<file path="src/linear_color_gradient_core_assert.svh">
// ----------------------------------------------------------------------------
// Assertion macros for the linear color gradient core
// Shared concurrent assertion forms, clocked on the rising edge and
// disabled while the asynchronous reset is active.
// ----------------------------------------------------------------------------
`ifndef LINEAR_COLOR_GRADIENT_CORE_ASSERT_SVH
`define LINEAR_COLOR_GRADIENT_CORE_ASSERT_SVH

// A condition that must hold at every clock edge out of reset.
`define LCG_ASSERT_ALWAYS(label, clk, rst_n, expr, msg) \
    label: assert property (@(posedge clk) disable iff (!rst_n) (expr)) else $error(msg);

// A consequence that must follow its cause a fixed number of cycles later.
`define LCG_ASSERT_AFTER(label, clk, rst_n, ante, n, cons, msg) \
    label: assert property (@(posedge clk) disable iff (!rst_n) \
        (ante) |-> ##n (cons)) else $error(msg);

`endif

</file>
<file path="src/lcg_pkg.sv">
// ----------------------------------------------------------------------------
// Linear color gradient package
// Widths, register codes and pipeline constants shared by the gradient core
// and its per-channel interpolation lanes.
// ----------------------------------------------------------------------------
`default_nettype none

package lcg_pkg;

    // Field widths.
    localparam int POS_W    = 12;
    localparam int COLOR_W  = 32;
    localparam int GLEN_W   = 13;
    localparam int CH_W     = 8;
    localparam int CHANNELS = COLOR_W / CH_W;

    // Longest gradient the datapath is sized for, and the length width it needs.
    localparam int MAX_LENGTH_DEF = 4096;
    localparam int LEN_W_DEF      = $clog2(MAX_LENGTH_DEF + 1);

    // The alpha byte of both endpoints is inverted before interpolation.
    localparam logic [COLOR_W-1:0] ALPHA_MASK = 32'hFF00_0000;

    // Reset value of the gradient length register.
    localparam logic [GLEN_W-1:0] GLEN_RESET = 13'd1;

    // One quotient bit is resolved per divider stage.
    localparam int DIV_STAGES = CH_W;

    // Lane latency: product stage, sum stage, then the divider stages.
    localparam int LANE_LAT = 2 + DIV_STAGES;

    // Configuration register indexes.
    localparam int CFG_IDX_W = 2;
    typedef enum logic [CFG_IDX_W-1:0] {
        CFG_START_COLOR = 2'd0,
        CFG_END_COLOR   = 2'd1,
        CFG_GRAD_LEN    = 2'd2
    } cfg_index_t;

endpackage

`default_nettype wire

</file>
<file path="src/linear_color_gradient_core.sv">
// ----------------------------------------------------------------------------
// Linear color gradient core
// Maps a pixel position to its ARGB color between two configured endpoint
// colors, with the alpha byte inverted, using exact integer interpolation.
// ----------------------------------------------------------------------------
//
//   Channel   Signals                                      Transfer when
//   -------   ------------------------------------------   ----------------------
//   input     start, busy, position[11:0]                  start && !busy
//   result    strobe, color[31:0]                          strobe (one cycle)
//   config    cfg_valid, cfg_ready, cfg_index, cfg_data    cfg_valid && cfg_ready
//
// One position is taken every clock cycle; busy stays low.
// A color passes through one clamp stage, one product stage, one sum stage
// and the 8-stage restoring divider, each of them registered.
// Reset clears the valid bits and restores the register defaults; no
// clearing pass is needed. The result side cannot stall, so nothing waits.
// ----------------------------------------------------------------------------
`default_nettype none

`include "linear_color_gradient_core_assert.svh"

module linear_color_gradient_core #(
    parameter int MAX_LENGTH = lcg_pkg::MAX_LENGTH_DEF
) (
    input  wire logic                          clk,
    input  wire logic                          rst_n,
    input  wire logic                          start,
    output logic                               busy,
    input  wire logic [lcg_pkg::POS_W-1:0]     position,
    output logic                               strobe,
    output logic [lcg_pkg::COLOR_W-1:0]        color,
    input  wire logic                          cfg_valid,
    output logic                               cfg_ready,
    input  wire logic [lcg_pkg::CFG_IDX_W-1:0] cfg_index,
    input  wire logic [lcg_pkg::COLOR_W-1:0]   cfg_data
);

    localparam int LEN_W    = $clog2(MAX_LENGTH + 1);
    localparam int CH_W     = lcg_pkg::CH_W;
    localparam int CHANNELS = lcg_pkg::CHANNELS;
    localparam int COLOR_W  = lcg_pkg::COLOR_W;
    localparam int GLEN_W   = lcg_pkg::GLEN_W;
    localparam int TOTAL    = 1 + lcg_pkg::LANE_LAT;

    logic [COLOR_W-1:0] start_color_reg;
    logic [COLOR_W-1:0] end_color_reg;
    logic [GLEN_W-1:0]  glen_reg;

    logic               accept;
    logic               len_zero;
    logic               len_over;
    logic [LEN_W-1:0]   len_eff;
    logic [LEN_W-1:0]   x_next;
    logic [LEN_W-1:0]   rest_next;
    logic [COLOR_W-1:0] s_word;
    logic [COLOR_W-1:0] e_word;

    logic               vld_reg;
    logic [LEN_W-1:0]   x_reg;
    logic [LEN_W-1:0]   rest_reg;

    logic [CHANNELS-1:0] lane_vld;
    logic [CH_W-1:0]     lane_quo [CHANNELS];

    // Configuration writes are always taken.
    assign cfg_ready = 1'b1;

    always_ff @(posedge clk or negedge rst_n)
    begin
        if (!rst_n)
        begin
            start_color_reg <= '0;
            end_color_reg   <= '0;
            glen_reg        <= lcg_pkg::GLEN_RESET;
        end
        else if (cfg_valid && cfg_ready)
        begin
            case (lcg_pkg::cfg_index_t'(cfg_index))
                lcg_pkg::CFG_START_COLOR: start_color_reg <= cfg_data;
                lcg_pkg::CFG_END_COLOR:   end_color_reg   <= cfg_data;
                lcg_pkg::CFG_GRAD_LEN:    glen_reg        <= cfg_data[GLEN_W-1:0];
                default:                  ;
            endcase
        end
    end

    // The pipeline never backs up, so a position is taken every cycle.
    assign busy   = 1'b0;
    assign accept = start && !busy;

    // Effective length: zero acts as one, and the length saturates at the maximum.
    assign len_zero = (glen_reg == '0);
    assign len_over = (32'(glen_reg) > 32'(MAX_LENGTH));
    assign len_eff  = len_zero ? LEN_W'(1)
                    : (len_over ? LEN_W'(MAX_LENGTH) : LEN_W'(glen_reg));

    // Positions at or past the end take the last pixel of the gradient.
    assign x_next    = (32'(position) >= 32'(len_eff)) ? (len_eff - LEN_W'(1))
                                                       : LEN_W'(position);
    assign rest_next = len_eff - x_next;

    always_ff @(posedge clk or negedge rst_n)
    begin
        if (!rst_n)
        begin
            vld_reg <= 1'b0;
        end
        else
        begin
            vld_reg <= accept;
        end
    end

    always_ff @(posedge clk)
    begin
        if (accept)
        begin
            x_reg    <= x_next;
            rest_reg <= rest_next;
        end
    end

    // Endpoints with the alpha byte inverted.
    assign s_word = start_color_reg ^ lcg_pkg::ALPHA_MASK;
    assign e_word = end_color_reg ^ lcg_pkg::ALPHA_MASK;

    // One interpolation lane per channel byte.
    for (genvar c = 0; c < CHANNELS; c++)
    begin : g_lane
        lcg_lane #(
            .LEN_W (LEN_W)
        ) u_lane (
            .clk       (clk),
            .rst_n     (rst_n),
            .in_valid  (vld_reg),
            .s_byte    (s_word[c*CH_W +: CH_W]),
            .e_byte    (e_word[c*CH_W +: CH_W]),
            .x         (x_reg),
            .rest      (rest_reg),
            .len       (len_eff),
            .out_valid (lane_vld[c]),
            .quo       (lane_quo[c])
        );

        assign color[c*CH_W +: CH_W] = lane_quo[c];
    end

    assign strobe = lane_vld[0];

    // Every accepted position yields exactly one color, at a fixed latency.
    `LCG_ASSERT_AFTER(a_result_follows, clk, rst_n, accept, TOTAL, strobe,
        "accepted position did not produce a color")
    `LCG_ASSERT_AFTER(a_no_spurious, clk, rst_n, !accept, TOTAL, !strobe,
        "color produced without an accepted position")
    // All channel lanes stay in lockstep.
    `LCG_ASSERT_ALWAYS(a_lanes_aligned, clk, rst_n,
        (lane_vld == '0) || (lane_vld == '1), "channel lanes out of step")

endmodule

`default_nettype wire

</file>
<file path="src/lcg_lane.sv">
// ----------------------------------------------------------------------------
// Linear color gradient interpolation lane
// Computes one channel byte as floor((s * (L - x) + e * x) / L) through a
// product stage, a sum stage and a pipelined restoring divider that resolves
// one quotient bit per stage.
// ----------------------------------------------------------------------------
`default_nettype none

module lcg_lane #(
    parameter int LEN_W = lcg_pkg::LEN_W_DEF
) (
    input  wire logic                    clk,
    input  wire logic                    rst_n,
    input  wire logic                    in_valid,
    input  wire logic [lcg_pkg::CH_W-1:0] s_byte,
    input  wire logic [lcg_pkg::CH_W-1:0] e_byte,
    input  wire logic [LEN_W-1:0]        x,
    input  wire logic [LEN_W-1:0]        rest,
    input  wire logic [LEN_W-1:0]        len,
    output logic                         out_valid,
    output logic [lcg_pkg::CH_W-1:0]     quo
);

    localparam int CH_W   = lcg_pkg::CH_W;
    localparam int NUM_W  = LEN_W + CH_W;
    localparam int STAGES = lcg_pkg::DIV_STAGES;
    localparam int LAT    = lcg_pkg::LANE_LAT;

    logic             vld_reg [LAT];
    logic [NUM_W-1:0] prod_s_reg;
    logic [NUM_W-1:0] prod_e_reg;
    logic [NUM_W-1:0] num_reg;
    logic [NUM_W-1:0] rem_reg [STAGES];
    logic [CH_W-1:0]  quo_reg [STAGES];

    // Valid bits travel alongside the data, one per stage.
    always_ff @(posedge clk or negedge rst_n)
    begin
        if (!rst_n)
        begin
            for (int i = 0; i < LAT; i++)
            begin
                vld_reg[i] <= 1'b0;
            end
        end
        else
        begin
            vld_reg[0] <= in_valid;
            for (int i = 1; i < LAT; i++)
            begin
                vld_reg[i] <= vld_reg[i-1];
            end
        end
    end

    // Both endpoint weights are multiplied in the first stage.
    always_ff @(posedge clk)
    begin
        if (in_valid)
        begin
            prod_s_reg <= NUM_W'(s_byte) * NUM_W'(rest);
            prod_e_reg <= NUM_W'(e_byte) * NUM_W'(x);
        end
    end

    // The numerator stays below 256 * L, so it fits the numerator width.
    always_ff @(posedge clk)
    begin
        if (vld_reg[0])
        begin
            num_reg <= prod_s_reg + prod_e_reg;
        end
    end

    // Restoring divider: stage i tries the divisor shifted by STAGES-1-i.
    for (genvar i = 0; i < STAGES; i++)
    begin : g_div
        logic [NUM_W-1:0] src_rem;
        logic [CH_W-1:0]  src_quo;
        logic [NUM_W-1:0] dsh;
        logic             take;

        if (i == 0)
        begin : g_first
            assign src_rem = num_reg;
            assign src_quo = '0;
        end
        else
        begin : g_later
            assign src_rem = rem_reg[i-1];
            assign src_quo = quo_reg[i-1];
        end

        assign dsh  = NUM_W'(len) << (STAGES - 1 - i);
        assign take = (src_rem >= dsh);

        always_ff @(posedge clk)
        begin
            if (vld_reg[1+i])
            begin
                rem_reg[i] <= take ? (src_rem - dsh) : src_rem;
                quo_reg[i] <= {src_quo[CH_W-2:0], take};
            end
        end
    end

    assign out_valid = vld_reg[LAT-1];
    assign quo       = quo_reg[STAGES-1];

endmodule

`default_nettype wire
</file>
<file path="config.mk">
export PLATFORM = sky130hd
export DESIGN_NAME = linear_color_gradient_core
export DESIGN_NICKNAME = d
export VERILOG_FILES = /design/src/lcg_pkg.sv /design/src/linear_color_gradient_core.sv /design/src/lcg_lane.sv
export VERILOG_INCLUDE_DIRS = /design/src /design/src/src
export SDC_FILE = /design/constraint.sdc
export NUM_CORES = 2
export LEC_CHECK = 0
export ABC_AREA = 1
export BUFFER_PORTS_ARGS = -buffer_cell sky130_fd_sc_hd__buf_4
export CORE_ASPECT_RATIO = 0.75
export CORE_MARGIN = 5
export CORE_UTILIZATION = 40
export DETAILED_ROUTE_END_ITERATION = 10
export PLACE_DENSITY = 0.56
export SLEW_MARGIN = 20
export SYNTH_ARGS = -nofsm -noshare
export SYNTH_HDL_FRONTEND = slang
export SYNTH_SLANG_ARGS = --single-unit
</file>
<file path="constraint.sdc">
create_clock -name clk -period 9.9 [get_ports clk]
set_input_delay 0.99 -clock clk [delete_from_list [all_inputs] [get_ports clk]]
set_output_delay 0.99 -clock clk [all_outputs]
set_load 0.05 [all_outputs]
</file>
==> flow_metrics.py <==
metrics = {
    "synthesis": {
        "synth_area_leader_cell": "edfxtp_1",
        "synth_compound_area_frac": 0.09949,
        "synth_flop_cell": "edfxtp_1",
        "synthCells": 9630,
        "yosysUniqueCellTypes": 75,
        "synth_edf_count": 1010,
        "ys.warnings.count": 0,
        "syn_avg_cell_area_um2": 9.167,
        "ys_async_sr_fraction": 0.08015,
        "synthMuxAreaShare": 0.0002551,
        "ys_seq_elements": 1098,
        "synth_top_family_by_area": "adder cells",
        "synth_xor_area_frac": 0.05953,
        "seq_area_frac_synth": 0.3685,
        "synth_simple_gate_area_frac": 0.1468,
        "synth_nets": 11080,
        "synth_area_leaders": "edfxtp_1 (34%), fa_1 (13%), ha_1 (12%)",
        "synthAdderAreaFrac": 0.2467,
        "synth.top_cell.area_share": 0.3436,
        "syn-cell-area_um2": 88280,
    },
    "cells_and_area": {
        "nets": 11130,
        "multiInputGateArea_um2": 48860,
        "final_common_cell": "nand2_1",
        "largest_reg_flops": 588,
        "area_growth_pct": 9.384,
        "drive_gt1_frac": 0.05023,
        "postLayoutCellArea_um2": 96560,
        "regArea_um2": 32570,
        "layout_common_cells": "nand2_1 (1957), inv_1 (1557), edfxtp_1 (1010), ha_1 (843), a21oi_1 (728)",
        "num-fill-cells": 21030,
    },
    "global_routing": {
        "antenna_found_initial": 22,
        "overflow": 0,
        "grt_pass1_vias": 64350,
        "grt_max_degree": 72,
        "grt_pass1_wl_um": 375000,
        "grtUsageTotal": 0.2058,
    },
    "timing": {
        "whs_ps": 184.5,
        "finalCriticalPeriod_ps": 5499,
        "skew_ps": 76.31,
        "max-slew-margin-rel": 0.3439,
        "fmax_ghz": 0.1819,
        "setup_tns_ps": 0,
        "period_share": 0.5554,
        "timing.final.ws_setup_ps": 4401,
        "finalHoldViolCount": 0,
        "maxSlewViolCount": 0,
        "worst_slew_pin_slew_ps": 984.1,
        "finalSetupViolCount": 0,
        "rsz0062_at_grt": "no",
    },
    "setup_path": {
        "critPathRequiredTime_ps": 10450,
        "crit_path_end_kind": "flop",
        "slowest_delay_ps": 670,
        "worstSetupPathType": "reg2reg",
        "crit_chain": "clkinv_2 -> buf_4 -> nand2_4 -> buf_4 -> ha_1 -> nand2_1 -> inv_1 -> nand2_1 -> nand2_2 -> nand4_1 -> o211ai_1 -> nand3_1 -> nand2_1 -> nand2_1 -> nand2_1 -> o21ai_0 -> nor2_1 -> xor2_1 -> inv_1",
        "start_kind": "flop",
        "ff2ff_path_depth": 19,
        "cp_top_family": "buffers and inverters",
        "crit_buf_inv": 5,
        "cpMaxStageDelayCell": "clkinv_2",
        "critPathArrivalTime_ps": 6050,
        "crit_path_max_fanout": 29,
        "cpMostUsedCell": "nand2_1",
        "worstSetupPathDepth": 19,
    },
    "route": {
        "drc_errors": 0,
        "num_vias": 65620,
        "detail_route.vias_per_cell": 5.156,
        "detail-route-antenna-nets": 0,
        "drt_iter0_markers": 5357,
        "drt_wl_total_um": 238300,
        "drtPass1Iterations": 8,
        "wl_per_cell_um": 18.72,
    },
    "placement": {
        "dp.final_hpwl_um": 180600,
        "place_congestion": 0.9194,
        "pre_cts_slack_ps": 4418,
        "portBuffers": 82,
        "place_area_um2": 92140,
    },
    "floorplanning": {
        "die-area_um2": 230300,
        "core_um2": 219800,
        "num_rows": 149,
        "die_y_um": 416.8,
        "initial_utilization": 0.4016,
        "io_pins": 85,
        "fp.dieW_um": 552.5,
    },
    "clock_network": {
        "h-tree-depth": 3,
        "cts.repair.resized": 0,
        "cts_buffers": 120,
        "hold_buffers": 0,
        "clock_sinks": 1098,
        "post_cts_buffers": 0,
        "cts_buffer_depth": 3,
        "clk_pin_slew_ps": 70,
        "root_buffer": "clkbuf_16",
        "clk_latency_ps": 800,
        "cts_tree": "done",
    },
    "run_status": {
        "run_status": "finished clean",
    },
    "worst_hold_path": {
        "hp-class": "in2async",
    },
    "run": {
        "maxCapViolations": 0,
    },
}
[final timing paths]
| check | slack [ps] | from | end |
|---|---|---|---|
| max in group asynchronous | 8220 | rst_n | vld_reg |
| setup / recovery | 4400 | glen_reg[12] | g_lane[0].u_lane.rem_reg[1][36] |
| min in group clk | 410 | g_lane[1].u_lane.quo_reg[1][3] | g_lane[1].u_lane.quo_reg[1][12] |
| hold reg to reg | 410 | g_lane[1].u_lane.quo_reg[1][3] | g_lane[1].u_lane.quo_reg[1][12] |
| hold / removal | 180 | rst_n | g_lane[0].u_lane.out_valid |
| setup reg to reg | 4400 | glen_reg[12] | g_lane[0].u_lane.rem_reg[1][36] |
[cell families (layout without fill, tap and decap cells)]
logic type / Yosys count / in the layout
compound gates: 1579 / 1579
simple gates: 3141 / 3141
xor+xnor: 600 / 600
flops: 1098 / 1098
mux: 2 / 2
other cells: 2 / 9
fa+ha+maj: 1404 / 1404
buf+inv: 1804 / 1950
[per-layer routing]
layer  vias to the layer above  track usage  wire (um)
met2                      1875       0.3044      98690
met4                         2      0.04220       4904
met5                         -            0         13
li1                      31950            -          -
met1                     31520       0.3181     117800
met3                       277      0.03092      16820
[layout make-up]
type / count / share of cell area
multi-input cells: 6728 / 0.5061
flip-flops and latches: 1098 / 0.3373
inverters: 1579 / 0.06142
well taps: 2944 / 0.03815
clock buffers: 143 / 0.03306
clock inverters: 84 / 0.01254
repair buffers: 144 / 0.01133
diodes: 7 / 0.0001814
[stage by stage]
stage / util / instances
finish: 0.4393 / 12730
global route: 0.4392 / 12720
CTS: 0.4392 / 12720
detailed placement: 0.4192 / 12490
global placement: 0.4192 / 12490
floorplan: - / 9630
[Yosys cell counts (30+ instances only)]
| library cell | number |
|---|---|
| a21oi_1 | 728 |
| ha_1 | 843 |
| nor2_1 | 594 |
| nand2_1 | 1965 |
| inv_1 | 1558 |
| nor4_1 | 66 |
| nor3_1 | 104 |
| a31oi_1 | 32 |
| xnor2_1 | 260 |
| clkbuf_1 | 154 |
| nand4_1 | 84 |
| xor2_1 | 340 |
| o21ai_0 | 507 |
| fa_1 | 561 |
| o21ai_1 | 69 |
| dfrtp_1 | 87 |
| edfxtp_1 | 1010 |
| buf_2 | 36 |
| a211oi_1 | 30 |
| nand3_1 | 226 |
| o211ai_1 | 30 |
[worst reg2reg max path, delay by kind of cell (launching register included)]
kind                       cells  cell delay (ps)
DFF                            1              530
buffers and inverters          5             2010
xor gates and xnor gates       1              160
adders and majority gates      1              350
and+or+nand+nor               10             1800
AOI/OAI and AO/OA              2              410
Power is left out: the tool's default activity adds up to more than one toggle a clock period on the data nets, which glitch-free logic cannot reach.
